--- src/design/dce_pkg.sv ---
package dce_pkg;

   // Register indexes on the configuration port.
   localparam logic CSR_SYSCLK_HZ     = 1'b0;
   localparam logic CSR_MAX_OUTPUT_HZ = 1'b1;

   // Command kinds.
   localparam logic [1:0] KIND_TONE  = 2'd0;
   localparam logic [1:0] KIND_FREQ  = 2'd1;
   localparam logic [1:0] KIND_PHASE = 2'd2;
   localparam logic [1:0] KIND_AMP   = 2'd3;

   // Synthesizer register addresses.
   localparam logic [7:0] ADDR_SELECT = 8'h00;
   localparam logic [7:0] ADDR_FREQ   = 8'h04;
   localparam logic [7:0] ADDR_PHASE  = 8'h05;
   localparam logic [7:0] ADDR_AMP    = 8'h06;
   localparam logic [7:0] SELECT_BASE = 8'h10;
   localparam logic [7:0] AMP_ENABLE  = 8'h10;

   // Reset values of the configuration registers.
   localparam logic [31:0] SYSCLK_RESET  = 32'd500000000;
   localparam logic [31:0] MAX_OUT_RESET = 32'd200000000;

   // Reciprocals for the phase word: floor(x / 360) for x below 2^16 and
   // floor(y / 45) for y below 2^20, both exact over those ranges.
   localparam logic [16:0] RECIP_360   = 17'd93207;   // ceil(2^25 / 360)
   localparam int          SHIFT_360   = 25;
   localparam logic [20:0] RECIP_45    = 21'd1491309; // ceil(2^26 / 45)
   localparam int          SHIFT_45    = 26;
   localparam logic [8:0]  DEG_CIRCLE  = 9'd360;

   // Positions in the full single-tone byte sequence. Shorter commands run
   // a slice of it: phase, amplitude and frequency each start at their own
   // channel-select frame.
   localparam logic [4:0] STEP_TONE      = 5'd0;
   localparam logic [4:0] STEP_PHASE     = 5'd2;
   localparam logic [4:0] STEP_PHASE_END = 5'd6;
   localparam logic [4:0] STEP_AMP       = 5'd7;
   localparam logic [4:0] STEP_AMP_END   = 5'd12;
   localparam logic [4:0] STEP_FREQ      = 5'd13;
   localparam logic [4:0] STEP_FREQ_END  = 5'd19;

   typedef struct packed {
      logic [1:0]  kind;
      logic [2:0]  channel;
      logic [31:0] frequency_hz;
      logic [15:0] phase_deg;
      logic [15:0] amplitude;
   } req_type;

   typedef struct packed {
      logic [7:0] spi_byte;
      logic       has_byte;
      logic       frame_end;
      logic       io_update;
      logic       ok;
      logic       last;
   } rsp_type;

   // One classified command handed from the front part to the back part.
   typedef struct packed {
      logic        bad;
      logic [1:0]  kind;
      logic [1:0]  channel;
      logic [31:0] fword;
      logic [13:0] pword;
      logic [9:0]  amp;
   } cmd_type;

   function automatic logic [4:0] first_step(input logic [1:0] kind);
      logic [4:0] s;
      unique case (kind)
         KIND_TONE:  s = STEP_TONE;
         KIND_FREQ:  s = STEP_FREQ;
         KIND_PHASE: s = STEP_PHASE;
         default:    s = STEP_AMP;
      endcase
      return s;
   endfunction

   function automatic logic [4:0] final_step(input logic [1:0] kind);
      logic [4:0] s;
      unique case (kind)
         KIND_PHASE: s = STEP_PHASE_END;
         KIND_AMP:   s = STEP_AMP_END;
         default:    s = STEP_FREQ_END;
      endcase
      return s;
   endfunction

   // Byte at one position of the sequence.
   function automatic logic [7:0] seq_byte(input logic [4:0] step, input cmd_type c);
      logic [7:0] b;
      logic [7:0] sel;
      sel = 8'(SELECT_BASE << c.channel);
      unique case (step)
         5'd0, 5'd2, 5'd7, 5'd13: b = ADDR_SELECT;
         5'd1, 5'd3, 5'd8, 5'd14: b = sel;
         5'd4:  b = ADDR_PHASE;
         5'd5:  b = {2'd0, c.pword[13:8]};
         5'd6:  b = c.pword[7:0];
         5'd9:  b = ADDR_AMP;
         5'd10: b = 8'h00;
         5'd11: b = AMP_ENABLE | {6'd0, c.amp[9:8]};
         5'd12: b = c.amp[7:0];
         5'd15: b = ADDR_FREQ;
         5'd16: b = c.fword[31:24];
         5'd17: b = c.fword[23:16];
         5'd18: b = c.fword[15:8];
         5'd19: b = c.fword[7:0];
         default: b = 8'h00;
      endcase
      return b;
   endfunction

   // Last byte of a frame.
   function automatic logic seq_frame_end(input logic [4:0] step);
      logic e;
      unique case (step)
         5'd1, 5'd3, 5'd6, 5'd8, 5'd12, 5'd14, 5'd19: e = 1'b1;
         default: e = 1'b0;
      endcase
      return e;
   endfunction

endpackage

--- src/design/dce_front.sv ---
module dce_front #(
   parameter int CHANNELS = 4,
   parameter int AMP_MAX  = 1023
) (
   input  logic             clock,
   input  logic             reset,
   input  logic             req_push,
   output logic             req_full,
   input  dce_pkg::req_type req_data,
   input  logic             csr_we,
   input  logic             csr_index,
   input  logic [31:0]      csr_wdata,
   output logic             q_push,
   input  logic             q_full,
   output dce_pkg::cmd_type q_data
);

   typedef enum logic [2:0] {
      ST_IDLE, ST_PH1, ST_PH2, ST_PH3, ST_DIV, ST_PUSH
   } state_type;

   state_type   state_ff;
   logic [31:0] sysclk_ff;
   logic [31:0] max_out_ff;
   logic        bad_ff;
   logic [1:0]  kind_ff;
   logic [2:0]  channel_ff;
   logic [15:0] deg_ff;
   logic [9:0]  amp_ff;
   logic [32:0] prod1_ff;
   logic [8:0]  r_ff;
   logic [40:0] prod2_ff;
   logic [31:0] rem_ff;
   logic [31:0] quo_ff;
   logic [4:0]  cnt_ff;

   logic        accept;
   logic        ch_bad;
   logic        f_bad;
   logic [9:0]  amp_in;
   logic [7:0]  q360;
   logic [16:0] diff;
   logic [32:0] shifted;
   logic        ge;

   assign req_full = (state_ff != ST_IDLE);
   assign accept   = req_push && (state_ff == ST_IDLE);

   // Classification of the incoming item.
   assign ch_bad = ({29'd0, req_data.channel} >= 32'(CHANNELS));
   assign f_bad  = ((req_data.kind == dce_pkg::KIND_TONE) ||
                    (req_data.kind == dce_pkg::KIND_FREQ)) &&
                   ((req_data.frequency_hz > max_out_ff) ||
                    (req_data.frequency_hz >= (sysclk_ff >> 1)));
   assign amp_in = ({16'd0, req_data.amplitude} > 32'(AMP_MAX)) ? 10'(AMP_MAX)
                                                               : req_data.amplitude[9:0];

   // Phase reduction modulo a full circle.
   assign q360 = prod1_ff[32:25];
   assign diff = {1'b0, deg_ff} - (17'(q360) * 17'(dce_pkg::DEG_CIRCLE));

   // One restoring step of (f << 32) / sysclk; the remainder stays below sysclk.
   assign shifted = {rem_ff, 1'b0};
   assign ge      = (shifted >= {1'b0, sysclk_ff});

   assign q_push         = (state_ff == ST_PUSH) && !q_full;
   assign q_data.bad     = bad_ff;
   assign q_data.kind    = kind_ff;
   assign q_data.channel = channel_ff[1:0];
   assign q_data.fword   = quo_ff;
   assign q_data.pword   = prod2_ff[39:26];
   assign q_data.amp     = amp_ff;

   always_ff @(posedge clock) begin
      if (reset) begin
         state_ff   <= ST_IDLE;
         sysclk_ff  <= dce_pkg::SYSCLK_RESET;
         max_out_ff <= dce_pkg::MAX_OUT_RESET;
      end else begin
         // Configuration writes; a zero clock is ignored.
         if (csr_we) begin
            unique case (csr_index)
               dce_pkg::CSR_SYSCLK_HZ: begin
                  if (csr_wdata != 32'd0) sysclk_ff <= csr_wdata;
               end
               default: max_out_ff <= csr_wdata;
            endcase
         end
         unique case (state_ff)
            ST_IDLE: if (accept) state_ff <= ST_PH1;
            ST_PH1:  state_ff <= ST_PH2;
            ST_PH2:  state_ff <= ST_PH3;
            ST_PH3: begin
               if (!bad_ff && ((kind_ff == dce_pkg::KIND_TONE) ||
                               (kind_ff == dce_pkg::KIND_FREQ))) state_ff <= ST_DIV;
               else state_ff <= ST_PUSH;
            end
            ST_DIV:  if (cnt_ff == 5'd31) state_ff <= ST_PUSH;
            ST_PUSH: if (!q_full) state_ff <= ST_IDLE;
            default: state_ff <= ST_IDLE;
         endcase
      end

      // Datapath registers.
      if (accept) begin
         bad_ff     <= ch_bad || f_bad;
         kind_ff    <= req_data.kind;
         channel_ff <= req_data.channel;
         deg_ff     <= req_data.phase_deg;
         amp_ff     <= amp_in;
         rem_ff     <= req_data.frequency_hz;
         quo_ff     <= 32'd0;
         cnt_ff     <= 5'd0;
      end
      if (state_ff == ST_PH1) prod1_ff <= 33'(deg_ff) * 33'(dce_pkg::RECIP_360);
      if (state_ff == ST_PH2) r_ff <= diff[8:0];
      if (state_ff == ST_PH3) prod2_ff <= 41'({r_ff, 11'd0}) * 41'(dce_pkg::RECIP_45);
      if (state_ff == ST_DIV) begin
         rem_ff <= ge ? 32'(shifted - {1'b0, sysclk_ff}) : shifted[31:0];
         quo_ff <= {quo_ff[30:0], ge};
         cnt_ff <= cnt_ff + 5'd1;
      end
   end

endmodule

--- src/design/dce_queue.sv ---
module dce_queue (
   input  logic             clock,
   input  logic             reset,
   input  logic             push,
   output logic             full,
   input  dce_pkg::cmd_type wdata,
   input  logic             pop,
   output logic             empty,
   output dce_pkg::cmd_type rdata
);

   dce_pkg::cmd_type entry_ff [2];
   logic       wptr_ff;
   logic       rptr_ff;
   logic [1:0] count_ff;

   assign full  = (count_ff == 2'd2);
   assign empty = (count_ff == 2'd0);
   assign rdata = entry_ff[rptr_ff];

   // Two-entry circular queue of classified commands.
   always_ff @(posedge clock) begin
      if (reset) begin
         wptr_ff  <= 1'b0;
         rptr_ff  <= 1'b0;
         count_ff <= 2'd0;
      end else begin
         if (push && !full) wptr_ff <= !wptr_ff;
         if (pop && !empty) rptr_ff <= !rptr_ff;
         if ((push && !full) && !(pop && !empty)) count_ff <= count_ff + 2'd1;
         else if (!(push && !full) && (pop && !empty)) count_ff <= count_ff - 2'd1;
      end
      if (push && !full) entry_ff[wptr_ff] <= wdata;
   end

endmodule

--- src/design/dce_back.sv ---
module dce_back (
   input  logic             clock,
   input  logic             reset,
   input  logic             q_empty,
   input  dce_pkg::cmd_type q_data,
   output logic             q_pop,
   output logic             rsp_empty,
   input  logic             rsp_pop,
   output dce_pkg::rsp_type rsp_data
);

   logic             active_ff;
   logic [4:0]       step_ff;
   logic             out_valid_ff;
   dce_pkg::rsp_type out_ff;

   logic             advance;
   logic [4:0]       cur_step;
   logic             at_end;
   dce_pkg::rsp_type res;

   // The output register refills in the cycle its item is taken, if a command waits in the queue.
   assign advance  = !q_empty && (!out_valid_ff || rsp_pop);
   assign cur_step = active_ff ? step_ff : dce_pkg::first_step(q_data.kind);
   assign at_end   = q_data.bad || (cur_step == dce_pkg::final_step(q_data.kind));
   assign q_pop    = advance && at_end;

   // Result for the current position; a rejected command is one empty result.
   always_comb begin
      if (q_data.bad) begin
         res = '0;
      end else begin
         res.spi_byte  = dce_pkg::seq_byte(cur_step, q_data);
         res.has_byte  = 1'b1;
         res.frame_end = dce_pkg::seq_frame_end(cur_step);
         res.io_update = at_end;
         res.ok        = 1'b1;
      end
      res.last = at_end;
   end

   assign rsp_empty = !out_valid_ff;
   assign rsp_data  = out_ff;

   always_ff @(posedge clock) begin
      if (reset) begin
         active_ff    <= 1'b0;
         out_valid_ff <= 1'b0;
      end else begin
         if (advance) begin
            out_valid_ff <= 1'b1;
            active_ff    <= !at_end;
         end else if (rsp_pop) begin
            out_valid_ff <= 1'b0;
         end
      end
      if (advance) begin
         out_ff  <= res;
         step_ff <= cur_step + 5'd1;
      end
   end

endmodule

--- src/design/dds_command_encoder.sv ---
// Each item passes the front part's states PH1 to PH3, the 32-step frequency divider (accepted
// single-tone or frequency commands only), the push state, the command queue and the back part's
// output register. Throughput: one result per cycle while the receiver keeps popping; a command
// yields 1 to 20 results, and the front part takes a new request only once it has pushed the
// last one into the command queue.
// Reset (synchronous, active high) empties the command queue and the output register and
// restores the clock and maximum-frequency registers to 500000000 and 200000000.
module dds_command_encoder #(
   parameter int CHANNELS = 4,
   parameter int AMP_MAX  = 1023
) (
   input  logic             clock,
   input  logic             reset,
   input  logic             req_push,
   output logic             req_full,
   input  dce_pkg::req_type req_data,
   output logic             rsp_empty,
   input  logic             rsp_pop,
   output dce_pkg::rsp_type rsp_data,
   input  logic             csr_we,
   input  logic             csr_index,
   input  logic [31:0]      csr_wdata
);

   logic             q_push;
   logic             q_full;
   logic             q_pop;
   logic             q_empty;
   dce_pkg::cmd_type q_wdata;
   dce_pkg::cmd_type q_rdata;

   // Front part: classification and word computation.
   dce_front #(
      .CHANNELS(CHANNELS),
      .AMP_MAX (AMP_MAX)
   ) u_front (
      .clock    (clock),
      .reset    (reset),
      .req_push (req_push),
      .req_full (req_full),
      .req_data (req_data),
      .csr_we   (csr_we),
      .csr_index(csr_index),
      .csr_wdata(csr_wdata),
      .q_push   (q_push),
      .q_full   (q_full),
      .q_data   (q_wdata)
   );

   // Command queue between the two parts.
   dce_queue u_queue (
      .clock(clock),
      .reset(reset),
      .push (q_push),
      .full (q_full),
      .wdata(q_wdata),
      .pop  (q_pop),
      .empty(q_empty),
      .rdata(q_rdata)
   );

   // Back part: byte sequencer.
   dce_back u_back (
      .clock    (clock),
      .reset    (reset),
      .q_empty  (q_empty),
      .q_data   (q_rdata),
      .q_pop    (q_pop),
      .rsp_empty(rsp_empty),
      .rsp_pop  (rsp_pop),
      .rsp_data (rsp_data)
   );

endmodule

--- config.mk ---
export PLATFORM = sky130hd
export DESIGN_NAME = dds_command_encoder
export DESIGN_NICKNAME = d
export VERILOG_FILES = /design/src/design/dce_pkg.sv /design/src/design/dce_front.sv /design/src/design/dce_queue.sv /design/src/design/dce_back.sv /design/src/design/dds_command_encoder.sv
export SDC_FILE = /design/constraint.sdc
export NUM_CORES = 1
export LEC_CHECK = 0
export BUFFER_PORTS_ARGS = -buffer_cell sky130_fd_sc_hd__buf_4
export CORE_AREA = 8 8 237 239
export CTS_CLUSTER_DIAMETER = 80
export DETAILED_ROUTE_END_ITERATION = 10
export DIE_AREA = 0 0 245 247
export PLACE_DENSITY_LB_ADDON = 0.15
export SLEW_MARGIN = 10
export SYNTH_ARGS = -nofsm -noshare
export SYNTH_HDL_FRONTEND = slang
export SYNTH_SLANG_ARGS = --single-unit
export TNS_END_PERCENT = 20
--- constraint.sdc ---
create_clock -name clock -period 16.2 [get_ports clock]
set_input_delay 0.81 -clock clock [delete_from_list [all_inputs] [get_ports clock]]
set_output_delay 0.81 -clock clock [all_outputs]
set_load 0.05 [all_outputs]
Word level (Yosys, flattened, before mapping)

Memory sizes are Yosys's and may differ from the RTL's. A register that Yosys moved wholly into a read port is not among the register bits.
Cells that the tools add are included.

Register bits: 262
RAM bits: 122
Input port bits: 107
Output and inout bits: 15
Logic and storage cells: 140
Memories: 1

Memories:

| memory           | depth | bits a word | rd ports | clocked after memory_dff | write ports | RTL line        | source |
|---|---|---|---|---|---|---|---|
| u_queue.entry_ff | 2     | 61          | 1        | 1                        | 1           | dce_queue.sv:12 | `dce_pkg::cmd_type entry_ff [2];` |

$add $sub $neg: 6
$mul: 3
Order comparisons: 5
Equality and inequality tests: 31
Shift operators: 1
Multiplexer cells: 26
Bitwise operators: 1
Reduce and logical (&&, ||, !) cells: 40

Operators with widths:

| kind                                                 | count |
|---|---|
| two-way mux 32 bit                                   | 5 |
| case mux 8 bit (12 select lines)                     | 1 |
| >= comparator 33 x 32 -> 1 bit                       | 1 |
| multiplier 16 x 17 -> 33 bit, second input constant  | 1 |
| >= comparator 32 x 31 -> 1 bit                       | 1 |
| > comparator 32 bit                                  | 1 |
| nonzero test 32 bit                                  | 1 |
| subtractor 32 bit                                    | 1 |
| equality test 5 x 4 -> 1 bit, second input constant  | 6 |
| multiplier 9 x 21 -> 29 bit, second input constant   | 1 |
| equality test 5 bit, second input constant           | 5 |
| case mux 3 bit (6 select lines)                      | 1 |
| > comparator 16 x 10 -> 1 bit, second input constant | 1 |
| equality test 5 x 3 -> 1 bit, second input constant  | 3 |
| two-way mux 5 bit                                    | 3 |
| case mux 4 bit (3 select lines)                      | 1 |
| adder 5 x 1 -> 5 bit, second input constant          | 2 |
| logical AND 1 bit                                    | 10 |
| case mux 5 bit (2 select lines)                      | 1 |
| zero test 1 bit                                      | 9 |
| two-way mux 3 bit                                    | 3 |
| subtractor 9 bit                                     | 1 |
| zero test 2 bit                                      | 4 |
| multiplier 8 x 6 -> 6 bit, second input constant     | 1 |
| other kinds (26)                                     | 49 |

Logic depth before layout (Yosys ltp)

Word-level depth: 10
Gate-level depth with buffers: 20
Mapped depth without buffers: 20

By module

A second synthesis with hierarchy kept.

Cell total of the unflattened synthesis: 2184
Area, all modules: 23837.9 µm²

By module, submodules not included:

| module    | instances | cells each | area an instance (µm²) | seq. area each (µm²) |
|---|---|---|---|---|
| dce_front | 1         | 1814       | 17717.0                | 5215.0 |
| dce_queue | 1         | 215        | 4603.2                 | 3763.6 |
| dce_back  | 1         | 155        | 1517.7                 | 550.5 |

Worst setup path after synthesis

OpenSTA, ideal clock, no wires.

Path type: reg2reg
Start point: reg u_front.state_ff[0]
End point: reg u_front.cnt_ff[0], enable pin
Setup time: 0.592 ns
Arrival: 6.031 ns
Data required time: 15.608 ns
Setup slack: 9.576 ns
Cell stages (with the launch flop): 4
Path buffers: 1
Period minus slack after synthesis: 6.624 ns
Cell sequence: dfxtp_1 > clkbuf_1 > or3_1 > o21ai_0

Cells in the longest elaborated chain, start to end: 3
Elaborated cells on any way between the ends: 4
Those cells by class: 1 x eq/ne; 3 x reduce/logical

Ends and longest elaborated chain:

| what                                  | RTL line         | source |
|---|---|---|
| from (decl)                           | dce_front.sv:22  | `state_type state_ff;` |
| from (signal assigned)                | dce_front.sv:76  | `state_ff <= ST_IDLE;` |
| from (signal assigned)                | dce_front.sv:90  | `ST_IDLE: if (accept) state_ff <= ST_PH1;` |
| from (signal assigned)                | dce_front.sv:91  | `ST_PH1: state_ff <= ST_PH2;` |
| zero test 3 bit                       | dce_front.sv:47  | `assign accept = req_push && (state_ff == ST_IDLE);` |
| logical AND 1 bit                     | dce_front.sv:47  |  |
| nonzero test 2 bit (no source line) * | n/a              |  |
| to (signal assigned)                  | dce_front.sv:121 | `cnt_ff <= cnt_ff + 5'd1;` |
| to (decl)                             | dce_front.sv:35  | `logic [4:0] cnt_ff;` |

Mark *: on every way between the ends. The rest lies on a longest branch, timed or not.
A chain may end at the register's enable or synchronous reset.

Worst setup path after layout

Start point: reg u_front.deg_ff[13]
End point: reg u_front.prod1_ff[30] (data pin)

Cells in the longest elaborated chain, start to end: 1

Ends and longest elaborated chain:

| what                         | RTL line         | source |
|---|---|---|
| from (decl)                  | dce_front.sv:28  | `logic [15:0] deg_ff;` |
| from (signal assigned)       | dce_front.sv:109 | `deg_ff <= req_data.phase_deg;` |
| multiplier 16 x 17 -> 33 bit | dce_front.sv:115 | `if (state_ff == ST_PH1) prod1_ff <= 33'(deg_ff) * 33'(dce_pkg::RECIP_360);` |
| to (signal assigned)         | dce_front.sv:115 |  |
| to (decl)                    | dce_front.sv:30  | `logic [32:0] prod1_ff;` |

No other way between the ends.

==> impl_metrics.json <==
{
  "vias_per_cell": 5.24,
  "yosys_warnings": 0,
  "cts_setup_buffers": 0,
  "syn2layout_area_growth_pct": 13.0,
  "ys_ff_latch": 342,
  "port_buffers": 121,
  "grt_pass1_wl_um": 87800,
  "period_needed_ps": 5950,
  "initial_utilization_pct": 44.5,
  "hold_class": "input pin to register",
  "rows": 84,
  "drv_cap": 0,
  "critPathArrivalTime_ps": 6250,
  "slew_violations": 0,
  "yosysUniqueCellTypes": 69,
  "synth_edf_count": 268,
  "cts_made_buffers": 42,
  "violations": "DRC",
  "syn_area_per_cell_um2": 10.8,
  "max_freq_mhz": 168,
  "clk_path_buf_depth": 3,
  "postCtsHoldBufs": 0,
  "die_w_um": 245,
  "ir_drop_mv": 0.145,
  "post-dp-hpwl_um": 42100,
  "h-tree-depth": 2,
  "drc": 1,
  "critPathMaxFanout": 5,
  "synth_area_um2": 23200,
  "dr.pass1.iters": 8,
  "status": "finished, violations left",
  "die_area_um2": 60500,
  "worst_pin_slew_ps": 1130,
  "tns_ps": 0,
  "num_vias": 15686,
  "fin_skew_ps": 25.8,
  "clkTransAtPathRegs_ps": 60,
  "grt.overflow.total": 0,
  "clock-root-buffer": "clkbuf_16",
  "synth_ff_type": "edfxtp_1",
  "dpl_cell_area_um2": 24900,
  "syn_nets": 2685,
  "grt_pass1_vias": 16473,
  "leakage_nw": 11.5,
  "min_period_over_period_pct": 36.7,
  "required_ps": 16500,
  "totalWireLength_um": 54800,
  "diodes": 0,
  "core_um2": 52200,
  "antenna_found_initial": 0,
  "finalSetupViolations": 0,
  "rsz0062_at_grt": "false",
  "crit_path_end_kind": "register",
  "worstSetupPathType": "register to register",
  "cts_tree": "yes",
  "place_congestion": 0.892,
  "async_flop_share_pct": 0,
  "ant_nets": 0,
  "die_h_um": 247,
  "grt_start_max_net_pins": 86,
  "critPathLaunchType": "register",
  "synthCells": 2155,
  "clock-sinks": 342,
  "ys_seq_area_share_pct": 41.0,
  "postLayoutCellArea_um2": 26300,
  "finalNetCount": 2801,
  "cts_resized": 0,
  "ioPinCount": 122,
  "worst_skew_pair.late_latency_ps": 580,
  "power_density_nw_per_um2": 191,
  "relSlewSlack_pct": 24.4,
  "initialDrtViolationCount": 918,
  "layout-drive-gt1-share_pct": 9.64,
  "hold_viol": 0,
  "routedWlPerCell_um": 18.3,
  "grt_usage_pct": 18.2
}
==> cell usage in the layout, fill, tap and decap left out, types with 11 or more instances in the layout <==
master	instances
nor3_1	19
a31oi_1	28
xnor2_1	43
nand3b_1	16
mux2i_1	75
nor4_1	16
nand2b_1	23
o21ai_0	52
fa_1	119
inv_1	329
buf_4	132
xor2_1	27
ha_1	304
edfxtp_1	268
dfxtp_1	73
and2_1	39
nor2b_1	17
nand2_1	170
nor2_1	108
a21oi_1	109
a21o_1	48
nand4_1	25
nand3_1	33
o211ai_1	11
clkbuf_16	43
o21a_1	11
o22ai_1	23
==> routing by layer <==
| metal | wire length, um | global-route usage, % |
|---|---|---|
| met1 | 25300 | 24.0 |
| met2 | 25600 | 30.2 |
| met3 | 2330 | 3.19 |
| met4 | 1590 | 5.75 |
| met5 | 0 | 0 |
==> through the flow <==
stage	hold slack (ps)	setup slack, ps	instances	power, mW	utilization, %
floorplan	421	9580	2155	3.44	-
global placement	424	10320	2915	4.04	47.7
detailed placement	432	10210	2915	4.11	47.7
CTS	381	10200	2992	5.08	50.3
global route	392	9950	2992	5.50	50.3
finish	416	10250	2992	5.02	50.3
==> power breakdown <==
group          internal (mW)  leakage [nW]  switching [mW]
logic                   1.25          7.80            1.61
registers               1.16          3.06          0.0737
clock network          0.545         0.660           0.381
==> worst max-delay path: stages, from the launching register on <==
cell,delay (ps)
edfxtp_1,490
fa_1,560
inv_1,50
fa_1,470
inv_1,50
fa_1,490
inv_1,50
fa_1,500
fa_1,530
fa_1,560
inv_1,40
ha_1,310
a211oi_1,240
o21ai_0,130
a211oi_1,480
a21oi_1,180
o311a_1,370
nor2_1,120
xnor2_1,70
==> kinds of logic (layout without fill, tap and decap cells) <==
| family | after synthesis | in the layout | share of synthesized area, % |
|---|---|---|---|
| flops | 342 | 342 | 41.0 |
| compound gates | 342 | 342 | 9.24 |
| fa+ha+maj | 423 | 423 | 26.6 |
| buf+inv | 389 | 538 | 6.41 |
| xor+xnor | 70 | 70 | 2.64 |
| simple gates | 508 | 508 | 10.6 |
| mux | 81 | 81 | 3.52 |
==> Yosys cell counts (all sizes together) (17+ instances only) <==
library cell	n	share of area, %
nand4	25	0.67
nor2b	18	0.48
edfxtp	268	35
a21oi	109	2.3
nor4	17	0.48
and2	39	1.0
o22ai	23	0.62
ha	304	16
nand2b	23	0.62
o21ai	57	1.2
mux2i	75	3.2
fa	119	10
a31oi	28	0.75
nand2	171	2.8
clkbuf	45	0.73
nor2	111	1.8
inv	329	5.3
xor2	27	1.0
xnor2	43	1.6
dfxtp	74	6.4
nand3	33	0.71
a21o	48	1.6
nor3	19	0.41
==> path summary, 6_finish.rpt <==
kind	startpoint	endpoint	cells past startpoint	slack, ps
worst max-delay path	u_front.deg_ff[13]$_DFFE_PP_	u_front.prod1_ff[30]$_DFFE_PP_	18	10250
worst min-delay path	req_data[65]	u_front.channel_ff[1]$_DFFE_PP_	1	420
worst max register to register	u_front.deg_ff[13]$_DFFE_PP_	u_front.prod1_ff[30]$_DFFE_PP_	18	10250
worst min register to register	u_front.prod2_ff[34]$_DFFE_PP_	u_queue.entry_ff[0][18]$_DFFE_PP_	0	440
==> state kept, by name, indices dropped and copies added, names as in the netlist, 3 cells and up, named ones only <==
register            flops
u_back.rsp_data        12
u_back.step_ff          5
u_front.amp_ff         10
u_front.cnt_ff          5
u_front.deg_ff         16
u_front.max_out_ff     32
u_front.prod1_ff        6
u_front.prod2_ff       14
u_front.quo_ff         32
u_front.r_ff            9
u_front.rem_ff         32
u_front.state_ff        3
u_front.sysclk_ff      32
u_queue.entry_ff      122
==> area by class of cell <==
class / instances / area (um2)
Tap cell: 688 / 861
Inverter: 329 / 1230
Clock inverter: 23 / 235
Sequential cell: 342 / 9530
Clock buffer: 54 / 1130
Multi-Input combinational cell: 1424 / 12300
Fill cell: 4733 / 26000
Timing Repair Buffer: 132 / 991
No activity file was read; power rests on OpenSTA's default activity.
